<file path="config.mk">
export PLATFORM = sky130hd
export DESIGN_NAME = motor_command_frame_encoder_unit
export DESIGN_NICKNAME = d
export VERILOG_FILES = /design/src/rtl/mcfe_pkg.sv /design/src/rtl/mcfe_frame_build.sv /design/src/rtl/motor_command_frame_encoder_unit.sv
export SDC_FILE = /design/constraint.sdc
export NUM_CORES = 1
export LEC_CHECK = 0
export ABC_AREA = 1
export BUFFER_PORTS_ARGS = -buffer_cell sky130_fd_sc_hd__buf_2
export CAP_MARGIN = 20
export CORE_UTILIZATION = 32
export DETAILED_ROUTE_END_ITERATION = 8
export GPL_TIMING_DRIVEN = 0
export PLACE_DENSITY = 0.59
export SYNTH_ARGS = -nofsm -noshare
export SYNTH_HDL_FRONTEND = slang
export SYNTH_HIERARCHICAL = 1
export SYNTH_SLANG_ARGS = --single-unit
</file>
<file path="constraint.sdc">
create_clock -name clk_i -period 4.8 [get_ports clk_i]
set_clock_uncertainty 0.15 [all_clocks]
set_input_delay 0.96 -clock clk_i [delete_from_list [all_inputs] [get_ports clk_i]]
set_output_delay 0.96 -clock clk_i [all_outputs]
set_load 0.02 [all_outputs]
</file>
<file path="src/rtl/mcfe_pkg.sv">
// Shared types and constants for the motor command frame encoder.
// No dependencies.
package mcfe_pkg;

  localparam int unsigned FrameMaxLen = 9;
  localparam int unsigned LenW        = 4;

  localparam logic [7:0] FRAME_HEADER  = 8'h7A;
  localparam logic [7:0] FRAME_TAIL    = 8'h7B;
  localparam logic [7:0] CODE_ENABLE   = 8'h06;
  localparam logic [7:0] CODE_MODE     = 8'h00;
  localparam logic [7:0] CODE_SPEED    = 8'h01;
  localparam logic [7:0] CODE_POSITION = 8'h02;
  localparam logic [7:0] CODE_QUERY    = 8'h0E;

  typedef enum logic [2:0] {
    OP_ENABLE   = 3'd0,
    OP_SET_MODE = 3'd1,
    OP_SET_SPD  = 3'd2,
    OP_SET_POS  = 3'd3,
    OP_QUERY    = 3'd4
  } op_e;

  // Built frame: bytes[0] goes out first.
  typedef struct packed {
    logic                        vld;
    logic [LenW-1:0]             len;
    logic [FrameMaxLen-1:0][7:0] bytes;
  } frame_t;

endpackage

</file>
<file path="src/rtl/mcfe_frame_build.sv">
// Combinational frame builder: header, id, code, payload, XOR check, tail.
// Depends on mcfe_pkg.
module mcfe_frame_build import mcfe_pkg::*; (
  input  logic [2:0]  operation_i,
  input  logic [7:0]  node_id_i,
  input  logic [15:0] mode_i,
  input  logic [15:0] speed_i,
  input  logic [31:0] position_i,
  input  logic [7:0]  query_kind_i,
  output frame_t      frame_o
);

  logic [7:0]      code;
  logic [3:0][7:0] pay;   // pay[0] sent first
  logic [2:0]      plen;
  logic            ok;
  logic [7:0]      csum;

  always_comb begin
    code = CODE_ENABLE;
    pay  = '0;
    plen = 3'd0;
    ok   = 1'b1;
    unique case (operation_i)
      OP_ENABLE: begin
        code = CODE_ENABLE;
      end
      OP_SET_MODE: begin
        code   = CODE_MODE;
        pay[0] = mode_i[15:8];
        pay[1] = mode_i[7:0];
        plen   = 3'd2;
      end
      OP_SET_SPD: begin
        code   = CODE_SPEED;
        pay[0] = speed_i[15:8];
        pay[1] = speed_i[7:0];
        plen   = 3'd2;
      end
      OP_SET_POS: begin
        code   = CODE_POSITION;
        pay[0] = position_i[31:24];
        pay[1] = position_i[23:16];
        pay[2] = position_i[15:8];
        pay[3] = position_i[7:0];
        plen   = 3'd4;
      end
      OP_QUERY: begin
        code   = CODE_QUERY;
        pay[0] = query_kind_i;
        plen   = 3'd1;
      end
      default: begin
        ok = 1'b0;
      end
    endcase
  end

  // unused payload bytes are zero, so they drop out of the XOR
  assign csum = FRAME_HEADER ^ node_id_i ^ code ^ pay[0] ^ pay[1] ^ pay[2] ^ pay[3];

  always_comb begin
    frame_o          = '0;
    frame_o.vld      = ok;
    frame_o.len      = LenW'(plen) + LenW'(5);
    frame_o.bytes[0] = FRAME_HEADER;
    frame_o.bytes[1] = node_id_i;
    frame_o.bytes[2] = code;
    for (int k = 0; k < 6; k++) begin
      if (3'(k) < plen) begin
        frame_o.bytes[k+3] = pay[k[1:0]];
      end else if (3'(k) == plen) begin
        frame_o.bytes[k+3] = csum;
      end else if (3'(k) == plen + 3'd1) begin
        frame_o.bytes[k+3] = FRAME_TAIL;
      end
    end
  end

endmodule

</file>
<file path="src/rtl/motor_command_frame_encoder_unit.sv">
// Motor command frame encoder: one command in, one serial frame of 5..9 bytes out.
// The first frame byte passes through the frame shift register and then the output register.
// Throughput: one byte per cycle while m_axis_tready holds; the next command is taken
// as the tail byte of the current frame (5, 6, 7 or 9 bytes) leaves the frame shift register.
// Reset: asynchronous, active low; clears the frame valid flag, byte count and output valid flag only.
// Depends on mcfe_pkg and mcfe_frame_build.
module motor_command_frame_encoder_unit import mcfe_pkg::*; (
  input  logic        clk_i,
  input  logic        rst_ni,
  // command request
  input  logic        s_axis_tvalid,
  output logic        s_axis_tready,
  // [7:0] node id, [23:8] mode, [39:24] speed, [71:40] position, [79:72] query_kind
  input  logic [79:0] s_axis_tdata,
  // [2:0] operation
  input  logic [2:0]  s_axis_tuser,
  // frame byte request
  output logic        m_axis_tvalid,
  input  logic        m_axis_tready,
  // [7:0] tx_byte
  output logic [7:0]  m_axis_tdata,
  output logic        m_axis_tlast
);

  frame_t                      built;

  // frame shift register: bytes_q[0] is the next byte to go out
  logic                        frm_vld_q, frm_vld_d;
  logic [LenW-1:0]             rem_q, rem_d;
  logic [FrameMaxLen-1:0][7:0] bytes_q, bytes_d;

  // output register, parts the frame store from the downstream stall
  logic                        out_vld_q;
  logic [7:0]                  out_byte_q;
  logic                        out_last_q;

  logic out_load, take, frm_done, in_acc;

  mcfe_frame_build u_build (
    .operation_i  (s_axis_tuser),
    .node_id_i    (s_axis_tdata[7:0]),
    .mode_i       (s_axis_tdata[23:8]),
    .speed_i      (s_axis_tdata[39:24]),
    .position_i   (s_axis_tdata[71:40]),
    .query_kind_i (s_axis_tdata[79:72]),
    .frame_o      (built)
  );

  assign out_load = !out_vld_q || m_axis_tready;
  assign take     = out_load && frm_vld_q;
  assign frm_done = take && (rem_q == LenW'(1));

  // a new command loads while the tail byte of the previous one moves out
  assign s_axis_tready = !frm_vld_q || frm_done;
  assign in_acc        = s_axis_tvalid && s_axis_tready;

  always_comb begin
    frm_vld_d = frm_vld_q;
    rem_d     = rem_q;
    bytes_d   = bytes_q;
    if (in_acc) begin
      // unused operation codes are taken and give no frame
      frm_vld_d = built.vld;
      rem_d     = built.len;
      bytes_d   = built.bytes;
    end else if (take) begin
      frm_vld_d = !frm_done;
      rem_d     = rem_q - LenW'(1);
      bytes_d   = {8'h00, bytes_q[FrameMaxLen-1:1]};
    end
  end

  always_ff @(posedge clk_i or negedge rst_ni) begin
    if (!rst_ni) begin
      frm_vld_q <= 1'b0;
      rem_q     <= '0;
      out_vld_q <= 1'b0;
    end else begin
      frm_vld_q <= frm_vld_d;
      rem_q     <= rem_d;
      if (out_load) begin
        out_vld_q <= frm_vld_q;
      end
    end
  end

  always_ff @(posedge clk_i) begin
    bytes_q <= bytes_d;
    if (out_load) begin
      out_byte_q <= bytes_q[0];
      out_last_q <= (rem_q == LenW'(1));
    end
  end

  assign m_axis_tvalid = out_vld_q;
  assign m_axis_tdata  = out_byte_q;
  assign m_axis_tlast  = out_last_q;

  // frame store never holds more than a longest frame
  assert property (@(posedge clk_i) disable iff (!rst_ni)
    frm_vld_q |-> (rem_q != '0) && (rem_q <= LenW'(FrameMaxLen)))
    else $error("frame byte count out of range");

  // a command is only taken when the store is empty or its tail is leaving
  assert property (@(posedge clk_i) disable iff (!rst_ni)
    in_acc |-> (!frm_vld_q || (take && rem_q == LenW'(1))))
    else $error("command taken over a frame still in flight");

  // every byte marked last is the tail
  assert property (@(posedge clk_i) disable iff (!rst_ni)
    (m_axis_tvalid && m_axis_tlast) |-> (m_axis_tdata == FRAME_TAIL))
    else $error("last byte is not the frame tail");

  // a freshly loaded frame has one of the legal lengths
  assert property (@(posedge clk_i) disable iff (!rst_ni)
    (in_acc && built.vld) |=> (rem_q == LenW'(5) || rem_q == LenW'(6) ||
                               rem_q == LenW'(7) || rem_q == LenW'(9)))
    else $error("illegal frame length loaded");

endmodule
</file>
==> flow_metrics.tcl <==
set metrics [dict create \
    status "finished, final reports clean" \
    first_global_vias 4908 \
    cp.arrival_ns 3.47 \
    drv_cap 0 \
    seq_area_mm2 0.00258 \
    nets 990 \
    cts_hold_buf 0 \
    finalWirelength_um 14900 \
    grt_max_degree 31 \
    syn_inst 776 \
    die-width_um 137 \
    worst-r2r-cell-count 9 \
    fin_total_pwr_mw 3.37 \
    synth_top_cell_by_area "edfxtp_1" \
    vias 5162 \
    setup_viol 0 \
    cp_max_fo 11 \
    ys_ff_latch 87 \
    drv_slew 0 \
    cts-buffers-inserted 9 \
    coreArea_mm2 0.0175 \
    powerDensity_mw_per_mm2 484 \
    antenna_found_initial 0 \
    regToRegStartpoint "rem_q[1]" \
    viasPerCell 4.58 \
    r2r-end "bytes_q[47]" \
    worstPathRequired_ns 4.74 \
    dieArea_mm2 0.0187 \
    ant_nets 0 \
    hold_path.class "reg -> reg" \
    clock_latency_ns 0.34 \
    ir_worst_vdd_mv 0.236 \
    finish.utilization_pct 39.8 \
    fmax_mhz 284 \
    fin_tns_setup_ns 0 \
    yosys_warnings 6 \
    timing.final.crit_period_ns 3.52 \
    io_pins 98 \
    tightestPinTransition_ns 0.644 \
    hold_end "m_axis_tdata[0]" \
    dp_hpwl_um 12000 \
    r2r_slack_ns 2.72 \
    start_kind "primary input" \
    yosysSeqAreaShare_pct 44.4 \
    syn_avg_cell_area_um2 7.49 \
    cts_tree "built" \
    ctsResizeCount 0 \
    drc_errors 0 \
    cts_setup_buffers 0 \
    gr-total-overflow 0 \
    globalRouteTotalUtil_pct 17.2 \
    worstSetupPathType "in -> reg" \
    gp_congestion 0.846 \
    wl_per_cell_um 13.3 \
    clockBufferDepth 2 \
    multiInputGateArea_mm2 0.00261 \
    n_fill_cell 1877 \
    initial_core_util_pct 33.1 \
    rsz0062_at_grt "no" \
    area_delta_synth_final_pct 20.0 \
    drive_gt1_share_pct 22.4 \
    async_reset_ff_share_pct 6.90 \
    syn-cell-area_mm2 0.00581 \
    crit_path_end_kind "flip-flop" \
    yosysTopAreaCellShare_pct 41.9 \
    htree_levels 3 \
    rows 48 \
    cts_root_buf "clkbuf_16" \
    synthTopCellsByArea "edfxtp_1 (42%), nand2_1 (20%), nand3_1 (11%)" \
    leakagePower_nw 3.59 \
    hold_depth 0 \
    antenna_cells 0 \
    relSlewSlack_pct 56.9 \
    hold_viol_final 0 \
    firstDrtPassIters 5 \
    worstHoldStart "bytes_q[0]" \
    die_h_um 137 \
    grt_pass1_wl_um 24500 \
    drt_iter0_markers 350 \
    port_buffers 94 \
    synth_ff_type "edfxtp_1" \
    cts.clk_slew.worst_paths_ns 0.07 \
    synth-edff-count 81 \
    cts.sinks 87 \
    period_share_pct 73.4 \
    synth_cell_types 33 \
]
## stage by stage
stage	setup WS, ns	cell area [um2]	hold slack [ns]	cells
floorplan	0.978	5860	0.250	788
global placement	-0.259	6610	0.252	1107
detailed placement	0.911	6690	0.255	1110
CTS	1.26	6980	0.270	1126
global route	1.07	6980	0.280	1126
finish	1.28	6980	0.268	1126
## worst max path at each step
stage,startpoint,endpoint,slack (ns),cells past startpoint
detailed placement,s_axis_tuser[1],bytes_q[32],0.91,14
global route,s_axis_tuser[1],bytes_q[36],1.07,14
global placement,m_axis_tready,rem_q[1],-0.26,6
floorplan,m_axis_tready,rem_q[0],0.98,5
CTS,s_axis_tuser[1],bytes_q[32],1.26,14
finish,s_axis_tuser[1],bytes_q[32],1.28,14
## critical path: stages
cell and delay [ns]:
buf_6 0.13, nor2_2 0.20, nand2_2 0.19, inv_2 0.19, buf_2 0.30, ha_1 0.25
ha_1 0.27, clkbuf_1 0.24, and2_0 0.21, buf_2 0.16, nor2_1 0.11, nand2_1 0.10
nand3_1 0.09, nand2_1 0.06
## Yosys cell counts (4+ instances only)
cell type and instances:
nand3_2 4, o21ai_0 5, nand3_1 131, inv_1 77, ha_1 7, edfxtp_1 81
dfrtp_1 6, nand2_1 302, o21ai_1 5, clkbuf_1 11, buf_2 11, nand2_2 21
nand4_1 15, nor2_1 37, buf_6 4, buf_4 29, nor2_2 7
## logic make-up (layout without fill, tap and decap cells)
group	Yosys count	after routing	synth area share, %
other	2	14	0.129
adders and majority gates	7	7	1.51
xor gates and xnor gates	4	4	0.603
and+or+nand+nor	525	525	40.1
buffers and inverters	137	250	11.6
AOI/OAI and AO/OA	14	14	1.61
DFF	87	87	44.4
## where the power goes
group | leakage (nW) | internal [mW] | switching (mW)
logic | 2.57 | 0.422 | 0.801
registers | 0.883 | 1.39 | 0.101
clock network | 0.137 | 0.370 | 0.293
## registers in the layout, summed over array words and instances (netlist names)
register / count
bytes_q: 72
rem_q: 4
m_axis_tvalid: 1
m_axis_tdata: 8
frm_vld_q: 1
m_axis_tlast: 1
## routing by layer
layer / GRT usage (%) / part of all wire [%] / vias to the layer above
met5: 0 / 0 / -
met4: 5.06 / 1.2 / 0
met3: 2.52 / 5.2 / 12
met2: 28.7 / 46 / 144
met1: 23.0 / 47 / 2303
li1: - / - / 2703
## layout by cell type, fill, tap and decap left out, drive strengths merged
cell,count
clkinvlp,1
nor2,46
edfxtp,81
ha,7
and2,1
clkbuf,22
nor3,2
inv,83
conb,14
nand4,15
xor2,2
o21bai,2
nand2,325
nand3,136
o21ai,12
xnor2,2
buf,142
clkinv,2
dfrtp,6
## cell type report
class	instances	share of cell area (%)
multi-input cells	564	37.5
flip-flops and latches	87	37.0
repair buffers	97	7.82
plain buffers	56	5.20
inverters	81	4.43
well taps	225	4.04
clock buffers	11	3.48
clock inverters	5	0.556
(Power assumes the default switching activity.)
